$ cat src/gcss_pkg.sv
`default_nettype none

package gcss_pkg;

   typedef enum logic [2:0] {
      OP_PUSH_VALUE   = 3'd0,
      OP_PUSH_FRAME   = 3'd1,
      OP_POP_FRAME    = 3'd2,
      OP_POP_VALUE    = 3'd3,
      OP_TAIL_RESTART = 3'd4,
      OP_TAIL_ARG     = 3'd5
   } gcss_op_type;

   typedef enum logic [2:0] {
      STAT_OK        = 3'd0,
      STAT_OVERFLOW  = 3'd1,
      STAT_NO_MARK   = 3'd2,
      STAT_MISMATCH  = 3'd3,
      STAT_UNDERFLOW = 3'd4
   } gcss_status_type;

   localparam logic [7:0] TAG_ALLOC  = 8'h41;
   localparam logic [7:0] TAG_FRAME  = 8'h46;
   localparam logic [7:0] TAG_RESULT = 8'h52;

   typedef struct packed {
      logic [2:0]  op;
      logic [31:0] value;
      logic [31:0] function_ref;
      logic [7:0]  kind_tag;
      logic [9:0]  frame_slot;
   } gcss_req_type;

   typedef struct packed {
      logic [31:0] read_value;
      logic [2:0]  status;
   } gcss_rsp_type;

   typedef enum logic [2:0] {
      S_CLEAR,
      S_IDLE,
      S_FIRST,
      S_SECOND,
      S_THIRD,
      S_EMIT
   } gcss_state_type;

   typedef enum logic [2:0] {
      STEP_NONE,
      STEP_CLEAR,
      STEP_FIRST,
      STEP_SECOND,
      STEP_THIRD,
      STEP_EMIT
   } gcss_step_type;

   typedef struct packed {
      logic          capture;
      gcss_step_type step;
   } gcss_cmd_type;

   typedef struct packed {
      logic ends_first;
      logic pop_frame;
      logic clear_last;
      logic out_free;
   } gcss_sts_type;

endpackage

`default_nettype wire

$ cat src/gcss_ctrl.sv
`default_nettype none

module gcss_ctrl import gcss_pkg::*; (
   input  wire logic         clock,
   input  wire logic         reset,
   input  wire logic         req_valid,
   output logic              req_ready,
   input  wire gcss_sts_type sts,
   output gcss_cmd_type      cmd
);

   gcss_state_type state_ff;
   gcss_state_type state_in;

   always_ff @(posedge clock) begin
      if (reset) begin
         state_ff <= S_CLEAR;
      end else begin
         state_ff <= state_in;
      end
   end

   always_comb begin
      state_in = state_ff;
      unique case (state_ff)
         S_CLEAR: begin
            if (sts.clear_last) begin
               state_in = S_IDLE;
            end
         end
         S_IDLE: begin
            if (req_valid) begin
               state_in = S_FIRST;
            end
         end
         S_FIRST: begin
            state_in = sts.ends_first ? S_EMIT : S_SECOND;
         end
         S_SECOND: begin
            state_in = sts.pop_frame ? S_THIRD : S_EMIT;
         end
         S_THIRD: begin
            state_in = S_EMIT;
         end
         S_EMIT: begin
            if (sts.out_free) begin
               state_in = S_IDLE;
            end
         end
         default: begin
            state_in = S_IDLE;
         end
      endcase
   end

   always_comb begin
      req_ready   = 1'b0;
      cmd.capture = 1'b0;
      cmd.step    = STEP_NONE;
      unique case (state_ff)
         S_CLEAR: begin
            cmd.step = STEP_CLEAR;
         end
         S_IDLE: begin
            req_ready   = 1'b1;
            cmd.capture = req_valid;
         end
         S_FIRST: begin
            cmd.step = STEP_FIRST;
         end
         S_SECOND: begin
            cmd.step = STEP_SECOND;
         end
         S_THIRD: begin
            cmd.step = STEP_THIRD;
         end
         S_EMIT: begin
            cmd.step = STEP_EMIT;
         end
         default: begin
            cmd.step = STEP_NONE;
         end
      endcase
   end

endmodule

`default_nettype wire

$ cat config.mk
export PLATFORM = sky130hd
export DESIGN_NAME = gcss_ctrl
export DESIGN_NICKNAME = d
export VERILOG_FILES = /design/src/gcss_pkg.sv /design/src/gcss_ctrl.sv
export SDC_FILE = /design/constraint.sdc
export NUM_CORES = 1
export LEC_CHECK = 0
export ABC_AREA = 1
export BUFFER_PORTS_ARGS = -buffer_cell sky130_fd_sc_hd__buf_2
export CORE_AREA = 2 2 39 41
export DETAILED_ROUTE_END_ITERATION = 10
export DIE_AREA = 0 0 41 43
export GPL_TIMING_DRIVEN = 0
export HOLD_SLACK_MARGIN = 0.05
export SETUP_SLACK_MARGIN = 0.15
export SKIP_CTS_REPAIR_TIMING = 1
export SLEW_MARGIN = 10
export SYNTH_ARGS = -nofsm -noshare
export SYNTH_HDL_FRONTEND = slang
export SYNTH_SLANG_ARGS = --single-unit
$ cat constraint.sdc
create_clock -name clock -period 1.8 [get_ports clock]
set_input_delay 0.27 -clock clock [delete_from_list [all_inputs] [get_ports clock]]
set_output_delay 0.27 -clock clock [all_outputs]
set_load 0.01 [all_outputs]
==> results of run 1 <==
## logic make-up (layout without fill, tap and decap cells)
logic type / Yosys count / count (layout) / share of synthesized area, %
AOI/OAI and AO/OA: 5 / 5 / 11.8
DFF: 3 / 3 / 23.5
adders and majority gates: 2 / 2 / 9.80
and+or+nand+nor: 20 / 20 / 41.7
buffers and inverters: 9 / 24 / 13.2
## metrics by stage
stage          std cells  total power [mW]  area (µm²)  setup WS (ps)
5_1_grt               70             0.322         358            209
3_5_place_dp          66             0.184         330            434
6_report              70             0.292         358            286
3_3_place_gp          66             0.181         330            443
2_1_floorplan         39             0.152         255            493
4_1_cts               70             0.300         357            189
## worst paths after layout
kind,endpoint,slack [ps],cells after the start
max reg2reg,state_ff[0],800,5
max,cmd[0],290,4
min,state_ff[2],220,2
min reg2reg,state_ff[2],570,2
## worst max-delay path, cell delays in order (launching register included)
cell	delay, ps
sky130_fd_sc_hd__dfxtp_2	360
sky130_fd_sc_hd__inv_2	70
sky130_fd_sc_hd__ha_1	280
sky130_fd_sc_hd__o21ai_0	150
sky130_fd_sc_hd__buf_2	150
## metal layers
| layer | vias up | global-route usage [%] | routed length [µm] |
|---|---|---|---|
| li1 | 151 | - | - |
| met1 | 119 | 9.62 | 218 |
| met2 | 9 | 10.6 | 237 |
| met3 | 0 | 1.57 | 49 |
| met4 | 0 | 4.00 | 0 |
| met5 | - | 0 | 0 |
## power by group
group	leakage, nW	switching [mW]	total [mW]	internal, mW
Combinational	0.153	0.0575	0.0968	0.0393
Sequential	0.0251	0.00940	0.0842	0.0748
Clock	0.0150	0.0287	0.111	0.0826
## layout by cell type (no fill, tap or decap), drive strengths merged
cell type / synthesis / routed
o21ai: 3 / 3
a31oi: 1 / 1
inv: 9 / 9
nand3: 3 / 3
a21oi: 1 / 1
nor2: 8 / 8
dfxtp: 3 / 3
nand2: 8 / 8
clkbuf: 0 / 4
buf: 0 / 11
ha: 2 / 2
or2: 1 / 1
## layout make-up
type | count | area, µm²
tap | 16 | 20.0
clock buffer | 4 | 26.3
multi-input combinational | 27 | 161
timing repair buffer | 11 | 55.1
inverter | 9 | 33.8
sequential | 3 | 61.3
fill | 166 | 1030
==> results.md, run 1 <==
Drt:
- The count of nets left with antenna violations once routing finished came out at 0.
- The first-iteration detailed-routing DRC count is 2.
- After detailed routing, the number of remaining DRC violations is 0.
- The number of vias after detailed routing is between 200 and 300.
- Dividing the detail-routed wire length by the instance count gives slightly above 7 µm.
- The iteration count of the initial detailed-routing pass is 2.
- The total wire length is 505 µm.
- The vias per cell is roughly 4.

Global routing:
- The pin count of the biggest net entering global routing is 7.
- The number of global-route vias before repair is approximately 230.
- The total track usage is roughly 7.3%.
- The first global-routing pass estimated 890 µm of wire.
- The overall overflow remaining after global route is 0.
- The number of antenna violations at the first check in global routing is 0.

Clocking:
- The clock insertion delay at the later pin of the skew report is 220 ps.
- The number of clock sinks is 3.
- TritonCTS built the clock tree.
- The number of buffers on the longest clock path is 2.
- Clock-pin slew was measured on the worst setup and hold paths at 30 ps.
- The number of H-tree levels is 1.
- The number of clock buffers added by TritonCTS is 3.
- The clock root buffer is sky130_fd_sc_hd__clkbuf_4.

Floorplan:
- The floorplan has 14 rows.
- The area of the core is about 0.0014 mm².
- Pin placement for this block handled 12 I/O pins.
- The horizontal die dimension is 41 µm.
- The floorplan step defined a die boundary enclosing about 0.0018 mm².
- In this run the vertical extent of the chip is roughly 43 µm.
- The effective utilization at floorplan is between 10% and 20%.

Timing:
- The worst-margin pin slew is between 200 and 250 ps.
- The hold violation count in the final report was 0.
- The number of max-slew violations in the final report was 0.
- Headroom to the max-slew limit came out at a little over four fifths.
- Setup violations remaining at the end of the flow were counted as 0.
- Clock skew on the completed layout was measured at 0.815 ps.
- For the finished layout, the period the worst path requires is about 1500 ps.
- The worst hold margin is roughly 220 ps.
- Timing would allow up to 0.660 GHz.
- Setup repair after global routing left no endpoint under its margin.
- After routing, the total negative slack on setup checks comes to 0 ps.
- The final critical path takes up 84.1% of the cycle.

Synthesis:
- The most used flip-flop cell after synthesis is sky130_fd_sc_hd__dfxtp_1.
- In the post-synthesis netlist, the biggest area contributors are sky130_fd_sc_hd__dfxtp_1, sky130_fd_sc_hd__nor2_2, sky130_fd_sc_hd__inv_1, sky130_fd_sc_hd__nand2_1, sky130_fd_sc_hd__ha_1.
- The portion of synthesized cell area occupied by the leading cell type is between 20% and 30%.
- The number of synthesis warnings is 0.
- The number of flip-flops and latches in the synthesized netlist is 3.
- The synthesized instance count is 39.
- The number of enable flip-flop cells after synthesis is 0.
- The number of nets in the synthesized netlist is 48.
- sky130_fd_sc_hd__inv_1 is the most common cell in the netlist.
- The part of the Yosys area used for sequential elements is a little under a quarter.
- The cell accounting for the most synthesized area is sky130_fd_sc_hd__dfxtp_1.
- Counting distinct cell types in the post-synthesis netlist gives 15.
- Averaged over all synthesized cells, the footprint is around 6.5 µm².
- The async set-reset flop share out of synthesis is 0%.
- In this run the cell area of the synthesized design comes to roughly 260 µm².
- By count the netlist is led by sky130_fd_sc_hd__inv_1, sky130_fd_sc_hd__nand2_1, sky130_fd_sc_hd__nor2_2.

Pwr:
- For this design the ratio of total power to cell area is between 800 and 900 mW/mm².
- The reported leakage power is 0.193 nW.
- Across the VDD grid, the largest voltage drop is 0.186 mV.

Placement:
- Detailed placement ended at an HPWL of 447 µm.
- The quantity of I/O buffers inserted on ports is 11.
- At the end of routability-driven placement, the weighted congestion stood at 0.768.

Critical path:
- Data arrives at the worst endpoint at 1240 ps.
- The peak fanout along the critical path is 5.
- The beginning of the worst register-to-register path is state_ff[2].
- STA classifies the critical path endpoint as an output pin.
- In this run the worst setup path begins at state_ff[1].
- STA puts the critical path data required time at approximately 1500 ps.
- The nature of the critical path startpoint is a register.
- The critical path is of the reg -> out type.

Final layout:
- The largest registers in the layout are state_ff x3.
- From synthesis to final layout, the design area changed by 40.2%.
- The share of the core filled with cells in the final layout is ~26%.
- The antenna cell count is 0.
- The number of nets in the layout is between 60 and 70.
- The fraction of final layout cells sized beyond drive strength 1 is a little under half.
- The register with the most flip-flops in the layout has 3 of them.
- More flip-flops sit in one register than any other, and that register is state_ff.

Run:
- The max capacitance violation total is 0.

Hold path:
- The class of the tightest hold or removal check is in -> reg.
- In this run the most critical hold path is launched from reset.

Run status:
- The run finished with clean final reports.
(Power assumes the default switching activity.)
==> run 2, diff against run 1 <==
==> constraint.sdc (replaced) <==
create_clock -name clock -period 1.5 [get_ports clock]
set_input_delay 0.225 -clock clock [delete_from_list [all_inputs] [get_ports clock]]
set_output_delay 0.225 -clock clock [all_outputs]
set_load 0.01 [all_outputs]
==> results.md, run 2 (synthesized netlist as in run 1, its figures left out) <==
Timing:
- The hold violation count in the final report is 0 (unchanged).
- The tightest slew margin relative to the limit was 87.3% (was 84.6%).
- The number of max-slew violations in the final report is 0 (unchanged).
- Derived from the worst setup path, the maximum achievable clock frequency is roughly 0.74 GHz.
- The worst-margin pin slew is 188 ps (was 230 ps).
- The shortest period the worst path allows is ~1400 ps.
- The final setup slack of the worst path came to 149 ps (was 286 ps).
- The final count of negative-setup-slack endpoints is 0 (unchanged).
- The setup TNS is 0 ps (unchanged).
- The final worst clock skew came to 0.851 ps (was 0.815 ps).
- Unrepaired setup endpoints after global routing: true (was false).
- The final critical path takes up around nine tenths of the cycle.

Drt:
- The first-iteration detailed-routing DRC count is 0 (was 2).
- The count of antenna-violating nets left after detailed routing is 0 (unchanged).
- The iteration count of the initial detailed-routing pass is 1 (was 2).
- The remaining design rule violation count was 0 (unchanged).
- The average wire per cell in the routed design is 7.74 µm (was 7.21 µm).
- The vias per cell is 4.03 (was 3.99).
- The number of vias after detailed routing came to 294 (was 279).
- The total wire length was 565 µm (was 505 µm).

Global routing:
- The pin count of the biggest net entering global routing is 7 (unchanged).
- The total track usage is 7.32% (unchanged).
- The number of antenna violations at the first check in global routing is 0 (unchanged).
- The first-pass GRT wire length was 890 µm (unchanged).
- The overall overflow remaining after global route is 0 (unchanged).
- The number of global-route vias before repair was 232 (unchanged).

Clocking:
- The number of clock sinks came to 3 (unchanged).
- The number of buffers on the longest clock path is 2 (unchanged).
- The clock insertion delay at the later pin of the skew report is 220 ps (about the same).
- The clock root buffer is sky130_fd_sc_hd__clkbuf_4 (unchanged).
- The CTS buffer count was 3 (unchanged).
- The post-CTS clock slew at the launch and capture registers of the worst setup and hold paths is 30 ps (about the same).
- The number of H-tree levels is 1 (unchanged).
- The TritonCTS clock tree is yes (unchanged).

Pwr:
- The internal power summed over all cells is 262 µW (was 197 µW).
- The part of the power in registers came to 28.0% (was 28.8%).
- The reported leakage power is 0.223 nW (was 0.193 nW).
- The power spent charging and discharging nets is 135 µW (was 95.6 µW).
- The part of the total power dissipated in the clock network was 33.7% (was 38.1%).
- The fraction of power spent switching nets is 34.0% (was 32.7%).
- The part of the total power dissipated in combinational logic came to 38.2% (was 33.1%).
- The total power is 397 µW (was 292 µW).
- The worst vdd rail ir drop is 0.235 mV (was 0.186 mV).
- The total power density per cell area is 906 mW/mm² (was 817 mW/mm²).

Critical path:
- The worst reg-to-reg setup slack is 480 ps (was 800 ps).
- The worst path required time came to 1270 ps (was 1530 ps).
- The endpoint of the worst-slack reg-to-reg timing path is state_ff[1] (was state_ff[0]).
- The peak fanout along the critical path is 5 (unchanged).
- The number of cells on the worst reg-to-reg path is 7 (was 5).
- The nature of the critical path startpoint was a register (unchanged).
- The critical path arrival came to 1130 ps (was 1240 ps).
- The kind of capture point of the worst setup path was an output pin (unchanged).
- The end point of the critical path is cmd[0] (unchanged).
- The kind of critical path is reg -> out (unchanged).
- The first element of the critical path is state_ff[1] (unchanged).
- The beginning of the worst register-to-register path was state_ff[1] (was state_ff[2]).

Hold path:
- The class of the tightest hold or removal check is in -> reg (unchanged).

Final layout:
- The number of nets in the layout is 67 (was 64).
- The area occupied by multi-input gates is 204 µm² (was 161 µm²).
- The number of flip-flops in the largest register is 3 (unchanged).
- Highest-count cells in the layout ignoring fill and taps: sky130_fd_sc_hd__buf_2, sky130_fd_sc_hd__inv_1, sky130_fd_sc_hd__nand2_1 (unchanged).
- The layout overhead on the synthesized area was 71.6% (was 40.2%).
- The leading cell type in the layout, fill and taps excluded is sky130_fd_sc_hd__buf_2 (unchanged).
- The register with the most flip-flops is state_ff (unchanged).
- The final cell count without fillers is 73 (was 70).
- The antenna cell count is 0 (unchanged).
- Biggest regs: state_ff x3 (unchanged).
- The fraction of final layout cells sized beyond drive strength 1 came to 64.9% (was 46.3%).
- The area of all sequential standard cells is 71.3 µm² (was 61.3 µm²).
- The layout filler cell count is 166 (unchanged).

Placement:
- The instance count after placement with tap cells included was 66 (unchanged).
- The detailed placement HPWL is 447 µm (unchanged).
- The final estimated routing congestion in global placement is 0.768 (unchanged).
- The quantity of I/O buffers inserted on ports was 11 (unchanged).
- The placement-stage worst setup slack came to 179 ps (was 434 ps).

Run:
- The max capacitance violation total is 0 (unchanged).

Floorplan:
- The area of the core is 0.00138 mm² (unchanged).
- The horizontal die dimension is 41 µm (unchanged).
- The number of primary I/O pins was 12 (unchanged).
- The chip height is 43 µm (unchanged).
- The number of rows created at floorplan came to 14 (unchanged).
- The effective utilization at floorplan is 18.4% (unchanged).
- The die footprint is 0.00176 mm² (unchanged).

Run status:
- Run status: completed (unchanged).
## run 2: cell types whose count changed in the layout (fill, tap and decap cells not counted), moves of 2 or more
cell                      change
sky130_fd_sc_hd__dfxtp_1      -2
sky130_fd_sc_hd__nand2_1      -2
sky130_fd_sc_hd__dfxtp_4      +3
sky130_fd_sc_hd__nor2_4       +2
sky130_fd_sc_hd__buf_4        +3
## run 2: layer usage
layer  global-route usage [%]  share of wire, %
met1                     9.62                41
met5                        0                 0
met4                     4.00                 0
met3                     1.57               7.8
met2                     10.6                51
## run 2: area by class of cell
class | instances | area share [%]
Clock buffer | 4 | 6.00
Inverter | 9 | 8.86
Multi-Input combinational cell | 27 | 46.6
Sequential cell | 3 | 16.3
Tap cell | 16 | 4.57
Timing Repair Buffer | 14 | 17.7
## run 2: worst min path at each step
stage,start,end,slack (ps),cells past startpoint
floorplan,reset,state_ff[2],290,1
global placement,reset,state_ff[2],410,2
detailed placement,reset,state_ff[2],410,2
CTS,reset,state_ff[2],170,2
global route,reset,state_ff[2],180,2
finish,reset,state_ff[2],170,2
## run 2: stage by stage
stage / hold WS [ps] / util, % / cell area [µm²]
after floorplan: 294 / - / 255
after global placement: 411 / 23.9 / 330
after detailed placement: 407 / 23.9 / 330
after CTS: 171 / 25.8 / 357
after global routing: 176 / 31.6 / 438
final: 168 / 31.6 / 438
## run 2: power groups by stage
stage          registers [mW]  clock network [mW]  logic, mW
6_report                0.111               0.134      0.152
5_1_grt                 0.114               0.149      0.171
4_1_cts                 0.101               0.140      0.119
3_5_place_dp            0.102                   0      0.118
3_3_place_gp            0.102                   0      0.115
2_1_floorplan          0.0993                   0     0.0836
## run 2: critical path: stages (launching register included)
cell and delay, ps:
sky130_fd_sc_hd__dfxtp_4 400, sky130_fd_sc_hd__inv_6 50, sky130_fd_sc_hd__ha_4 230, sky130_fd_sc_hd__o21ai_2 90
sky130_fd_sc_hd__buf_2 130
